### src/sv/cfga_pkg.sv
`default_nettype none
package cfga_pkg;

  localparam int GRID_DIM  = 16;
  localparam int ROW_W     = $clog2(GRID_DIM);
  localparam int FACES     = 6;
  localparam int FACE_W    = 3;
  localparam int MAX_CUBES = 8;
  localparam int CNT_W     = 4;
  localparam int SIZE_W    = 11;
  localparam int SPAN_W    = 3;
  localparam int RES_W     = 16;

  typedef enum logic [3:0] {
    S_IDLE, S_SCAN, S_EVAL, S_MARK_RD, S_MARK_WR, S_UNDO_RD, S_UNDO_WR, S_OUT, S_STAT
  } state_t;

  typedef enum logic [1:0] {
    ST_OK      = 2'd0,
    ST_LIMIT   = 2'd1,
    ST_NOFIT   = 2'd2,
    ST_BADSIZE = 2'd3
  } status_t;

  typedef struct packed {
    logic                clr;
    logic                rd_en;
    logic [ROW_W-1:0]    rd_addr;
    logic                wr_en;
    logic [ROW_W-1:0]    wr_addr;
    logic [GRID_DIM-1:0] wr_data;
  } mem_req_t;

  // clamp to 256..1024 and round to the nearest power of two, ties upward
  function automatic logic [SIZE_W-1:0] snap_size(input logic [RES_W-1:0] want);
    logic [SIZE_W-1:0] s;
    if (want < RES_W'(384)) begin
      s = SIZE_W'(256);
    end else if (want < RES_W'(768)) begin
      s = SIZE_W'(512);
    end else begin
      s = SIZE_W'(1024);
    end
    return s;
  endfunction

  function automatic logic [GRID_DIM-1:0] span_mask(input logic [SPAN_W-1:0] span);
    return GRID_DIM'((GRID_DIM'(1) << span) - GRID_DIM'(1));
  endfunction

endpackage
`default_nettype wire

### src/sv/cfga_if.sv
`default_nettype none
interface cfga_in_if;
  logic                      valid;
  logic                      ready;
  logic                      op;
  logic [cfga_pkg::RES_W-1:0] desired_resolution;
  modport source (output valid, output op, output desired_resolution, input ready);
  modport sink (input valid, input op, input desired_resolution, output ready);
endinterface

interface cfga_out_if;
  logic                        valid;
  logic                        ready;
  logic [1:0]                  status;
  logic [2:0]                  face_index;
  logic [3:0]                  face_cell_x;
  logic [3:0]                  face_cell_y;
  logic [cfga_pkg::SIZE_W-1:0] tile_size;
  logic [2:0]                  cube_number;
  logic                        last;
  modport source (output valid, output status, output face_index, output face_cell_x,
                  output face_cell_y, output tile_size, output cube_number, output last,
                  input ready);
  modport sink (input valid, input status, input face_index, input face_cell_x,
                input face_cell_y, input tile_size, input cube_number, input last,
                output ready);
endinterface
`default_nettype wire

### src/sv/cfga_grid_mem.sv
`default_nettype none
module cfga_grid_mem (
  input  wire logic                            clk,
  input  wire logic                            rst_n,
  input  wire cfga_pkg::mem_req_t              req,
  output logic [cfga_pkg::GRID_DIM-1:0]        rd_data
);

  logic [cfga_pkg::GRID_DIM-1:0] mem [cfga_pkg::GRID_DIM];
  logic [cfga_pkg::GRID_DIM-1:0] row_vld_r;
  logic [cfga_pkg::GRID_DIM-1:0] rd_q_r;
  logic                          rd_vld_r;

  always_ff @(posedge clk) begin
    if (req.wr_en) begin
      mem[req.wr_addr] <= req.wr_data;
    end
    if (req.rd_en) begin
      rd_q_r <= mem[req.rd_addr];
    end
  end

  // a row never written since the last clear reads as free
  always_ff @(posedge clk) begin
    if (!rst_n || req.clr) begin
      row_vld_r <= '0;
      rd_vld_r  <= 1'b0;
    end else begin
      if (req.wr_en) begin
        row_vld_r[req.wr_addr] <= 1'b1;
      end
      if (req.rd_en) begin
        rd_vld_r <= row_vld_r[req.rd_addr];
      end
    end
  end

  assign rd_data = rd_vld_r ? rd_q_r : '0;

endmodule
`default_nettype wire

### src/sv/cfga_ctrl.sv
`default_nettype none
module cfga_ctrl (
  input  wire logic                            clk,
  input  wire logic                            rst_n,
  input  wire logic [cfga_pkg::CNT_W-1:0]      limit,
  cfga_in_if.sink                              in_if,
  cfga_out_if.source                           out_if,
  output cfga_pkg::mem_req_t                   mem_req,
  input  wire logic [cfga_pkg::GRID_DIM-1:0]   rd_data
);

  localparam int GD = cfga_pkg::GRID_DIM;
  localparam int RW = cfga_pkg::ROW_W;
  localparam int FW = cfga_pkg::FACE_W;

  cfga_pkg::state_t  state_r, state_nxt;
  cfga_pkg::status_t stat_r, stat_nxt;
  logic [cfga_pkg::SIZE_W-1:0] size_r, size_nxt;
  logic [cfga_pkg::SPAN_W-1:0] span_r, span_nxt;
  logic [RW-1:0]  y_r, y_nxt;
  logic [RW-1:0]  x_r, x_nxt;
  logic [1:0]     cnt_r, cnt_nxt;
  logic [1:0]     row_r, row_nxt;
  logic [GD-1:0]  acc_r, acc_nxt;
  logic           rd_pend_r, rd_pend_nxt;
  logic [FW-1:0]  face_r, face_nxt;
  logic [FW-1:0]  undo_r, undo_nxt;
  logic [FW-1:0]  o_r, o_nxt;
  logic [cfga_pkg::CNT_W-1:0] cubes_r, cubes_nxt;
  logic [RW-1:0]  px_r [cfga_pkg::FACES];
  logic [RW-1:0]  py_r [cfga_pkg::FACES];
  logic           place_we;

  logic                        out_valid_r, out_valid_nxt;
  cfga_pkg::status_t           out_status_r, out_status_nxt;
  logic [2:0]                  out_face_r, out_face_nxt;
  logic [3:0]                  out_x_r, out_x_nxt;
  logic [3:0]                  out_y_r, out_y_nxt;
  logic [cfga_pkg::SIZE_W-1:0] out_size_r, out_size_nxt;
  logic [2:0]                  out_cube_r, out_cube_nxt;
  logic                        out_last_r, out_last_nxt;

  logic [GD-1:0]  acc_full;
  logic [GD-1:0]  spm;
  logic [GD-1:0]  free_x;
  logic           fit_any;
  logic [RW-1:0]  fit_x;
  logic           scan_last, y_more, row_last, face_last, undo_last, o_last;
  logic           in_fire, out_load, at_limit;
  logic [cfga_pkg::CNT_W-1:0] lim_eff;
  logic [RW-1:0]  ux, uy;
  logic [GD-1:0]  mark_mask, undo_mask;
  logic [cfga_pkg::SIZE_W-1:0] snapped;

  assign in_if.ready = (state_r == cfga_pkg::S_IDLE);
  assign in_fire     = in_if.valid && in_if.ready;
  assign out_load    = !out_valid_r || out_if.ready;

  assign lim_eff  = (limit < cfga_pkg::CNT_W'(cfga_pkg::MAX_CUBES)) ? limit
                    : cfga_pkg::CNT_W'(cfga_pkg::MAX_CUBES);
  assign at_limit = (cubes_r >= lim_eff);
  assign snapped  = cfga_pkg::snap_size(in_if.desired_resolution);

  assign acc_full  = acc_r | (rd_pend_r ? rd_data : '0);
  assign spm       = cfga_pkg::span_mask(span_r);
  assign scan_last = ({1'b0, cnt_r} == span_r - 3'd1);
  assign row_last  = ({1'b0, row_r} == span_r - 3'd1);
  assign y_more    = ({1'b0, y_r} + {2'b0, span_r}) < 5'(GD);
  assign face_last = (face_r == FW'(cfga_pkg::FACES - 1));
  assign undo_last = (undo_r == face_r - FW'(1));
  assign o_last    = (o_r == FW'(cfga_pkg::FACES - 1));
  assign ux        = px_r[undo_r];
  assign uy        = py_r[undo_r];
  assign mark_mask = GD'(spm << x_r);
  assign undo_mask = GD'(spm << ux);

  // windows of span free columns in the or of the candidate rows
  always_comb begin
    for (int x = 0; x < GD; x++) begin
      free_x[x] = ((5'(x) + {2'b0, span_r}) <= 5'(GD)) &&
                  ((GD'(acc_full >> x) & spm) == '0);
    end
  end

  always_comb begin
    fit_x = '0;
    for (int x = GD - 1; x >= 0; x--) begin
      if (free_x[x]) begin
        fit_x = RW'(x);
      end
    end
  end
  assign fit_any = |free_x;

  always_comb begin
    state_nxt = state_r;
    case (state_r)
      cfga_pkg::S_IDLE: begin
        if (in_fire && in_if.op) begin
          state_nxt = at_limit ? cfga_pkg::S_STAT : cfga_pkg::S_SCAN;
        end
      end
      cfga_pkg::S_SCAN: begin
        if (scan_last) state_nxt = cfga_pkg::S_EVAL;
      end
      cfga_pkg::S_EVAL: begin
        if (fit_any) begin
          state_nxt = cfga_pkg::S_MARK_RD;
        end else if (y_more) begin
          state_nxt = cfga_pkg::S_SCAN;
        end else if (face_r == '0) begin
          state_nxt = cfga_pkg::S_STAT;
        end else begin
          state_nxt = cfga_pkg::S_UNDO_RD;
        end
      end
      cfga_pkg::S_MARK_RD: state_nxt = cfga_pkg::S_MARK_WR;
      cfga_pkg::S_MARK_WR: begin
        if (!row_last) begin
          state_nxt = cfga_pkg::S_MARK_RD;
        end else if (face_last) begin
          state_nxt = cfga_pkg::S_OUT;
        end else begin
          state_nxt = cfga_pkg::S_SCAN;
        end
      end
      cfga_pkg::S_UNDO_RD: state_nxt = cfga_pkg::S_UNDO_WR;
      cfga_pkg::S_UNDO_WR: begin
        if (row_last && undo_last) begin
          state_nxt = cfga_pkg::S_STAT;
        end else begin
          state_nxt = cfga_pkg::S_UNDO_RD;
        end
      end
      cfga_pkg::S_OUT: begin
        if (out_load && o_last) state_nxt = cfga_pkg::S_IDLE;
      end
      cfga_pkg::S_STAT: begin
        if (out_load) state_nxt = cfga_pkg::S_IDLE;
      end
      default: state_nxt = cfga_pkg::S_IDLE;
    endcase
  end

  always_comb begin
    stat_nxt    = stat_r;
    size_nxt    = size_r;
    span_nxt    = span_r;
    y_nxt       = y_r;
    x_nxt       = x_r;
    cnt_nxt     = cnt_r;
    row_nxt     = row_r;
    acc_nxt     = acc_r;
    rd_pend_nxt = 1'b0;
    face_nxt    = face_r;
    undo_nxt    = undo_r;
    o_nxt       = o_r;
    cubes_nxt   = cubes_r;
    place_we    = 1'b0;
    mem_req     = '0;

    out_valid_nxt  = out_valid_r && !out_if.ready;
    out_status_nxt = out_status_r;
    out_face_nxt   = out_face_r;
    out_x_nxt      = out_x_r;
    out_y_nxt      = out_y_r;
    out_size_nxt   = out_size_r;
    out_cube_nxt   = out_cube_r;
    out_last_nxt   = out_last_r;

    case (state_r)
      cfga_pkg::S_IDLE: begin
        if (in_fire) begin
          if (!in_if.op) begin
            mem_req.clr = 1'b1;
            cubes_nxt   = '0;
          end else if (at_limit) begin
            stat_nxt = cfga_pkg::ST_LIMIT;
            size_nxt = '0;
          end else begin
            size_nxt = snapped;
            span_nxt = snapped[10:8];
            face_nxt = '0;
            y_nxt    = '0;
            cnt_nxt  = '0;
            acc_nxt  = '0;
          end
        end
      end
      cfga_pkg::S_SCAN: begin
        mem_req.rd_en   = 1'b1;
        mem_req.rd_addr = y_r + RW'(cnt_r);
        rd_pend_nxt     = 1'b1;
        acc_nxt         = acc_full;
        cnt_nxt         = scan_last ? 2'd0 : cnt_r + 2'd1;
      end
      cfga_pkg::S_EVAL: begin
        acc_nxt = '0;
        if (fit_any) begin
          x_nxt   = fit_x;
          row_nxt = '0;
        end else if (y_more) begin
          y_nxt = y_r + RW'(1);
        end else if (face_r == '0) begin
          stat_nxt = cfga_pkg::ST_NOFIT;
        end else begin
          undo_nxt = '0;
          row_nxt  = '0;
        end
      end
      cfga_pkg::S_MARK_RD: begin
        mem_req.rd_en   = 1'b1;
        mem_req.rd_addr = y_r + RW'(row_r);
      end
      cfga_pkg::S_MARK_WR: begin
        mem_req.wr_en   = 1'b1;
        mem_req.wr_addr = y_r + RW'(row_r);
        mem_req.wr_data = rd_data | mark_mask;
        row_nxt         = row_r + 2'd1;
        if (row_last) begin
          row_nxt  = '0;
          place_we = 1'b1;
          face_nxt = face_r + FW'(1);
          y_nxt    = '0;
          o_nxt    = '0;
        end
      end
      cfga_pkg::S_UNDO_RD: begin
        mem_req.rd_en   = 1'b1;
        mem_req.rd_addr = uy + RW'(row_r);
      end
      cfga_pkg::S_UNDO_WR: begin
        mem_req.wr_en   = 1'b1;
        mem_req.wr_addr = uy + RW'(row_r);
        mem_req.wr_data = rd_data & ~undo_mask;
        row_nxt         = row_r + 2'd1;
        if (row_last) begin
          row_nxt  = '0;
          undo_nxt = undo_r + FW'(1);
          stat_nxt = cfga_pkg::ST_NOFIT;
        end
      end
      cfga_pkg::S_OUT: begin
        if (out_load) begin
          out_valid_nxt  = 1'b1;
          out_status_nxt = cfga_pkg::ST_OK;
          out_face_nxt   = o_r;
          out_x_nxt      = px_r[o_r];
          out_y_nxt      = py_r[o_r];
          out_size_nxt   = size_r;
          out_cube_nxt   = cubes_r[2:0];
          out_last_nxt   = o_last;
          o_nxt          = o_r + FW'(1);
          if (o_last) cubes_nxt = cubes_r + cfga_pkg::CNT_W'(1);
        end
      end
      cfga_pkg::S_STAT: begin
        if (out_load) begin
          out_valid_nxt  = 1'b1;
          out_status_nxt = stat_r;
          out_face_nxt   = '0;
          out_x_nxt      = '0;
          out_y_nxt      = '0;
          out_size_nxt   = size_r;
          out_cube_nxt   = '0;
          out_last_nxt   = 1'b1;
        end
      end
      default: begin
      end
    endcase
  end

  always_ff @(posedge clk) begin
    if (!rst_n) begin
      state_r     <= cfga_pkg::S_IDLE;
      cubes_r     <= '0;
      out_valid_r <= 1'b0;
      rd_pend_r   <= 1'b0;
    end else begin
      state_r     <= state_nxt;
      cubes_r     <= cubes_nxt;
      out_valid_r <= out_valid_nxt;
      rd_pend_r   <= rd_pend_nxt;
    end
  end

  always_ff @(posedge clk) begin
    stat_r       <= stat_nxt;
    size_r       <= size_nxt;
    span_r       <= span_nxt;
    y_r          <= y_nxt;
    x_r          <= x_nxt;
    cnt_r        <= cnt_nxt;
    row_r        <= row_nxt;
    acc_r        <= acc_nxt;
    face_r       <= face_nxt;
    undo_r       <= undo_nxt;
    o_r          <= o_nxt;
    out_status_r <= out_status_nxt;
    out_face_r   <= out_face_nxt;
    out_x_r      <= out_x_nxt;
    out_y_r      <= out_y_nxt;
    out_size_r   <= out_size_nxt;
    out_cube_r   <= out_cube_nxt;
    out_last_r   <= out_last_nxt;
    if (place_we) begin
      px_r[face_r] <= x_r;
      py_r[face_r] <= y_r;
    end
  end

  assign out_if.valid       = out_valid_r;
  assign out_if.status      = out_status_r;
  assign out_if.face_index  = out_face_r;
  assign out_if.face_cell_x = out_x_r;
  assign out_if.face_cell_y = out_y_r;
  assign out_if.tile_size   = out_size_r;
  assign out_if.cube_number = out_cube_r;
  assign out_if.last        = out_last_r;

endmodule
`default_nettype wire

### src/sv/cube_face_tile_grid_allocator_unit.sv
// channel   dir  handshake        payload
// in_if     in   valid / ready    op, desired_resolution
// out_if    out  valid / ready    status, face_index, face_cell_x, face_cell_y,
//                                 tile_size, cube_number, last
// cfg       in   cfg_wr_en        cfg_wr_data (cube_limit)
//
// a clear leaves the unit idle; a limit hit goes through S_STAT to the output handoff
// a request scans, per face and per candidate row, span rows in S_SCAN, then S_EVAL
// (single read port of the row memory), then reads and rewrites each row it marks;
// six results then leave one per cycle while out_if.ready is high
// rollback after a failed face rewrites the rows of each face already placed
// reset clears the row valid bits at once, no sweep; input is taken only when idle
`default_nettype none
module cube_face_tile_grid_allocator_unit (
  input  wire logic                        clk,
  input  wire logic                        rst_n,
  input  wire logic                        cfg_wr_en,
  input  wire logic [cfga_pkg::CNT_W-1:0]  cfg_wr_data,
  cfga_in_if.sink                          in_if,
  cfga_out_if.source                       out_if
);

  logic [cfga_pkg::CNT_W-1:0]    limit_r;
  cfga_pkg::mem_req_t            mem_req;
  logic [cfga_pkg::GRID_DIM-1:0] rd_data;

  always_ff @(posedge clk) begin
    if (!rst_n) begin
      limit_r <= cfga_pkg::CNT_W'(cfga_pkg::MAX_CUBES);
    end else if (cfg_wr_en) begin
      limit_r <= cfg_wr_data;
    end
  end

  cfga_ctrl u_ctrl (
    .clk     (clk),
    .rst_n   (rst_n),
    .limit   (limit_r),
    .in_if   (in_if),
    .out_if  (out_if),
    .mem_req (mem_req),
    .rd_data (rd_data)
  );

  cfga_grid_mem u_mem (
    .clk     (clk),
    .rst_n   (rst_n),
    .req     (mem_req),
    .rd_data (rd_data)
  );

endmodule
`default_nettype wire

### src/flat_wrapper.sv
// flat-port wrapper written by rule: the top's interface ports become plain ports
module cube_face_tile_grid_allocator_unit_flat 
  (clk, rst_n, cfg_wr_en, cfg_wr_data, in_if_valid, in_if_op, in_if_desired_resolution, in_if_ready, out_if_valid, out_if_status, out_if_face_index, out_if_face_cell_x, out_if_face_cell_y, out_if_tile_size, out_if_cube_number, out_if_last, out_if_ready);
  cfga_in_if in_if_i ();
  cfga_out_if out_if_i ();
  input  wire logic clk;
  input  wire logic rst_n;
  input  wire logic cfg_wr_en;
  input  wire logic [cfga_pkg::CNT_W-1:0] cfg_wr_data;
  input wire logic [$bits(in_if_i.valid)-1:0] in_if_valid;
  input wire logic [$bits(in_if_i.op)-1:0] in_if_op;
  input wire logic [$bits(in_if_i.desired_resolution)-1:0] in_if_desired_resolution;
  output wire logic [$bits(in_if_i.ready)-1:0] in_if_ready;
  output wire logic [$bits(out_if_i.valid)-1:0] out_if_valid;
  output wire logic [$bits(out_if_i.status)-1:0] out_if_status;
  output wire logic [$bits(out_if_i.face_index)-1:0] out_if_face_index;
  output wire logic [$bits(out_if_i.face_cell_x)-1:0] out_if_face_cell_x;
  output wire logic [$bits(out_if_i.face_cell_y)-1:0] out_if_face_cell_y;
  output wire logic [$bits(out_if_i.tile_size)-1:0] out_if_tile_size;
  output wire logic [$bits(out_if_i.cube_number)-1:0] out_if_cube_number;
  output wire logic [$bits(out_if_i.last)-1:0] out_if_last;
  input wire logic [$bits(out_if_i.ready)-1:0] out_if_ready;
  assign in_if_i.valid = in_if_valid;
  assign in_if_i.op = in_if_op;
  assign in_if_i.desired_resolution = in_if_desired_resolution;
  assign in_if_ready = in_if_i.ready;
  assign out_if_valid = out_if_i.valid;
  assign out_if_status = out_if_i.status;
  assign out_if_face_index = out_if_i.face_index;
  assign out_if_face_cell_x = out_if_i.face_cell_x;
  assign out_if_face_cell_y = out_if_i.face_cell_y;
  assign out_if_tile_size = out_if_i.tile_size;
  assign out_if_cube_number = out_if_i.cube_number;
  assign out_if_last = out_if_i.last;
  assign out_if_i.ready = out_if_ready;
  cube_face_tile_grid_allocator_unit u_core (.clk(clk), .rst_n(rst_n), .cfg_wr_en(cfg_wr_en), .cfg_wr_data(cfg_wr_data), .in_if(in_if_i), .out_if(out_if_i));
endmodule
### config.mk
export PLATFORM = sky130hd
export DESIGN_NAME = cube_face_tile_grid_allocator_unit_flat
export DESIGN_NICKNAME = d
export VERILOG_FILES = /design/src/sv/cfga_pkg.sv /design/src/sv/cfga_if.sv /design/src/sv/cfga_grid_mem.sv /design/src/sv/cfga_ctrl.sv /design/src/sv/cube_face_tile_grid_allocator_unit.sv /design/src/flat_wrapper.sv
export SDC_FILE = /design/constraint.sdc
export NUM_CORES = 1
export LEC_CHECK = 0
export ABC_AREA = 0
export CAP_MARGIN = 10
export CELL_PAD_IN_SITES_DETAIL_PLACEMENT = 1
export CELL_PAD_IN_SITES_GLOBAL_PLACEMENT = 2
export CORE_UTILIZATION = 42
export CTS_CLUSTER_SIZE = 8
export DETAILED_ROUTE_END_ITERATION = 10
export DONT_BUFFER_PORTS = 1
export PLACE_DENSITY = 0.85
export SLEW_MARGIN = 20
export SYNTH_ARGS = -nofsm -noshare
export SYNTH_HDL_FRONTEND = slang
export SYNTH_SLANG_ARGS = --single-unit
### constraint.sdc
create_clock -name clk -period 4.62 [get_ports clk]
set_input_delay 0.231 -clock clk [delete_from_list [all_inputs] [get_ports clk]]
set_output_delay 0.231 -clock clk [all_outputs]
set_load 0.05 [all_outputs]
==> results.txt <==
- Run status: finished, final reports clean
* R2R Setup Slk: 0.36 ns
* Post-synth ARST share: 0%
- For the worst setup path, the data arrival time is 4.57 ns.
- Once detail routing completed, the nets flagged for antenna violations numbered 0.
- The worst pin sits at a relative slew slack of between 20 and 30%.
- Of the available clock period, the critical path in the final layout requires 92.27%.
- Predominant post-synthesis flop cell: edfxtp_1
- Cell family with most CP delay: simple AND/OR/NAND/NOR gates
- The tree is rooted in a clkbuf_16.
- Yosys mapped a number of flops with a built-in enable equal to 385.
- Cell count of the worst hold path: 2
- Achievable frequency: ~230 MHz
* Pin count of the biggest net entering global routing: 35
* Leading cell type by number of instances after synthesis: edfxtp_1
- Core outline area: 49150 µm²
* DR iter-0 viols: 980
- Die extent in y: ~230 µm
- Among all stages on the critical path, the largest delay is contributed by or4_1.
* Starting utilization of the core area: between 40% and 50%
* RSZ-0062 raised after global routing: no
- Number of distinct library cell variants in the gate-level netlist after synthesis: 92
- Post-route DRC: 0
- Fill cells in the final layout number 4916.
- Ports: 56
- Sum of routed wire length over all layers: around 60000 µm
* Layout overhead on the synthesized area: 13.70%
- Clock buffer count from CTS: between 50 and 60
- After synthesis, the largest area contributor takes up 55.08% of total cell area.
- The first global-routing pass estimated 90730 µm of wire.
* Net Sw Power: 3.685 mW
* Number of antenna violations at the first check in global routing: 0
- Level count of the clock H-tree: 2
- The worst hold path belongs to the class in2reg.
- Summed over all layers, the global routing overflow is 0.
* Tot GR Track Use: 23.80%
- Clock period minus worst slack: 4.263 ns
* Global routing usage on met1: 30.22%
- Clk sinks: 422
- For hold timing, the worst endpoint is u_core.u_mem.row_vld_r[5].
* Worst-Margin Slew: 1.067 ns
* Largest buffer count on any clock path: 3
- Critical path class: reg2reg
- The routed layout has 13860 vias.
* Share of total power in sequential cells: 40.6%
* Quantity of I/O buffers inserted on ports: 0
- For this run, the number of Yosys warnings is 0.
- Capture point of the worst reg-to-reg path: u_core.u_ctrl.x_r[0]
* Net count reported at finish: roughly 1700
- Netlist area before placement: 20990 µm²
- Clock tree from TritonCTS: done
* Kind of capture point of the worst setup path: register
- The finished layout holds 2327 standard cells, fillers aside.
- In this run the static leakage power is 8.421 nW.
* Vias per std cell: slightly below 6
- Setup violations remaining at the end of the flow were counted as 0.
* Comb power frac: 24.9%
- Cells with a size suffix above 1 make up 14.07% of the layout.
- Post-DP HPWL: 38610 µm
* Setup total negative slack: 0 ns
- The number of global-route vias before repair is 14840.
- In this run, post-CTS repair resized a total of 0 instances.
- The worst setup path is launched from a register.
- Clock share of power: between 30% and 40%
- Share of synthesized area occupied by flip-flops and latches: 58.60%
* Critical Path Fanout Max: 12
* Hold path start: in_if_valid
- The tool flagged a number of max-cap violations equal to 0.
- The count of pins over their slew limit was 0.
- For this run, global-route usage on met2 was measured as roughly 41%.
* Count of TritonRoute iterations in the first routing pass: 5
- Dividing total power by cell area gives a power density of 482.3 nW/µm².
* Dominant cells by area after synthesis: edfxtp_1 55%, mux2i_1 14%, dfxtp_1 3.5%
- Most common cell on crit path: ha_1
* Routed length per placed instance: 25.77 µm
- Synthesis produced 1588 cells.
- 0 antenna diodes ended up in the layout.
* Top cell types by occurrence after synthesis: 385 x edfxtp_1, 284 x mux2i_1, 127 x nor2_1, 75 x nand2_1, 56 x a21oi_1
* Number of cells after detailed placement: 2223
- IR analysis of the VDD net gives a maximum drop of 372.2 µV.
- Grt met3 use: 3.090%
- The floorplan step defined a die boundary enclosing about 51000 µm².
* Synth area leader: edfxtp_1
- Clock latency at the later pin of the worst-skew pair: 0.65 ns
* Clock Skew: 0.05599 ns
- Final hold violation count: 0
* Flip-flop and latch count after synthesis: 422
- The worst register-to-register path begins at u_core.u_ctrl.span_r[0].
- Crit path buf inv count: 3
* Standard-cell rows: 81
* Layer carrying the most global-route usage: met2
- CP Cell Sequence: ha_1, ha_1, or4_1, inv_1, ha_1, buf_4, nor2_1, or4_1, nor3_1, nor4_4, a31oi_2, buf_4
- Die width: 225.6 µm
- Gpl congestion: 0.9118
- Max incr delay on CP: 0.65 ns
* Proportion of total power due to net switching: 32.01%
* Worst reg2reg path depth: 12
- Internal power component: 7.826 mW
- CP Data Required Time: 4.93 ns
* Post-Syn Area per Cell: 13.22 µm²
- Clock-pin slew was measured on the worst setup and hold paths at 0.05 ns.
[placed cells by master, fill, tap and decap left out, drive strengths merged, types with 8 or more instances in the layout]
cell type,instances
a21o,13
dfxtp,37
nand2b,14
o21a,16
dlygate4sd3,16
conb,8
inv,22
nand3,19
and2,14
a31o,12
o221ai,10
o21ai,38
nand2,76
o2111ai,10
clkbuf,83
edfxtp,385
mux2,13
mux4,20
a22oi,14
nor4,11
mux2i,284
a211oi,24
a2111oi,8
o211ai,13
ha,30
nor2b,14
nor2,127
a21oi,56
xnor2,15
xor2,9
nor3,25
a31oi,29
buf,72
o22ai,14
and3,11
[worst max-delay path by stage]
stage | startpoint | endpoint | slack (ns) | cells after the start
4_1_cts | u_core.u_ctrl.span_r[0] | u_core.u_ctrl.x_r[3] | 0.36 | 12
6_report | u_core.u_ctrl.span_r[0] | u_core.u_ctrl.x_r[0] | 0.36 | 12
5_1_grt | u_core.u_ctrl.span_r[0] | u_core.u_ctrl.y_r[3] | 0.18 | 13
3_5_place_dp | u_core.u_ctrl.span_r[0] | u_core.u_ctrl.x_r[2] | 0.37 | 12
3_3_place_gp | u_core.u_ctrl.span_r[0] | u_core.u_ctrl.x_r[2] | 0.43 | 12
2_1_floorplan | u_core.u_ctrl.span_r[1] | u_core.u_mem.mem[0][15] | 0.56 | 14
[sequential cells by signal (all words and copies together) (netlist names), 4 cells and up, named ones only]
| register | cells |
|---|---|
| u_core.u_mem.row_vld_r | 16 |
| u_core.u_ctrl.py_r | 24 |
| u_core.u_ctrl.acc_r | 16 |
| u_core.limit_r | 4 |
| u_core.u_ctrl.state_r | 4 |
| u_core.u_ctrl.x_r | 4 |
| u_core.u_ctrl.cubes_r | 4 |
| u_core.u_ctrl.out_if.face_cell_x | 4 |
| u_core.u_ctrl.px_r | 24 |
| u_core.u_ctrl.out_if.face_cell_y | 4 |
| u_core.u_ctrl.y_r | 4 |
| u_core.u_mem.mem | 256 |
| u_core.u_mem.rd_q_r | 16 |
[per-stage QoR]
step | instance area, µm² | power, mW | hold slack (ns) | utilization, % | worst slack (ns)
5_1_grt | 23870 | 11.89 | 0.07477 | 48.56 | 0.1760
6_report | 23870 | 11.51 | 0.05707 | 48.56 | 0.3570
2_1_floorplan | 21020 | 6.674 | 0.3572 | - | 0.5646
3_5_place_dp | 22020 | 7.544 | 0.3469 | 44.80 | 0.3746
3_3_place_gp | 22020 | 7.475 | 0.3331 | 44.80 | 0.4296
4_1_cts | 23850 | 11.55 | 0.02711 | 48.52 | 0.3595
[area by class of cell]
cell class	instances	area (µm²)	share of cell area [%]
inverter	24	90.09	0.3774
clock inverter	5	91.34	0.3827
multi-input combinational	1041	8213	34.41
timing repair buffer	88	763.2	3.198
tap	664	830.8	3.481
sequential	422	12300	51.55
clock buffer	83	1577	6.605
[worst register-to-register path: stages, from the launching register on]
cell      delay (ns)
edfxtp_1        0.55
ha_1            0.33
ha_1            0.24
or4_1           0.65
inv_1           0.11
ha_1            0.14
buf_4           0.22
nor2_1          0.07
or4_1           0.53
nor3_1          0.46
nor4_4          0.18
a31oi_2         0.32
buf_4           0.19
[per-layer routing]
metal | wire (µm) | part of all wire (%) | vias to the layer above
met5 | 0 | 0 | -
met4 | 1945 | 3.2 | 0
li1 | - | - | 6239
met1 | 25790 | 43 | 7119
met3 | 2345 | 3.9 | 131
met2 | 29880 | 50 | 371
[kinds of logic (layout without fill, tap and decap cells)]
kind of cell / after synthesis / count (layout) / share of synthesized area [%]
flops: 422 / 422 / 58.60
simple gates: 340 / 340 / 7.951
compound gates: 319 / 319 / 11.09
mux: 317 / 317 / 16.39
buf+inv: 132 / 200 / 2.843
fa+ha+maj: 33 / 33 / 2.074
xor+xnor: 24 / 24 / 1.037
other cells: 1 / 8 / 0.01786
[power groups by stage]
stage / clock, mW / combinational [mW] / sequential, mW
2_1_floorplan: 0 / 2.07 / 4.61
3_3_place_gp: 0 / 2.74 / 4.73
3_5_place_dp: 0 / 2.80 / 4.74
4_1_cts: 4.04 / 2.84 / 4.67
5_1_grt: 4.16 / 3.04 / 4.69
6_report: 3.97 / 2.86 / 4.68
[timing repair]
action	CTS	global route
setup endpoints to repair	0	0
hold buffers	16	0
buffers inserted	0	0
endpoints found under the hold margin	26	0
No activity file was read; power rests on OpenSTA's default activity.
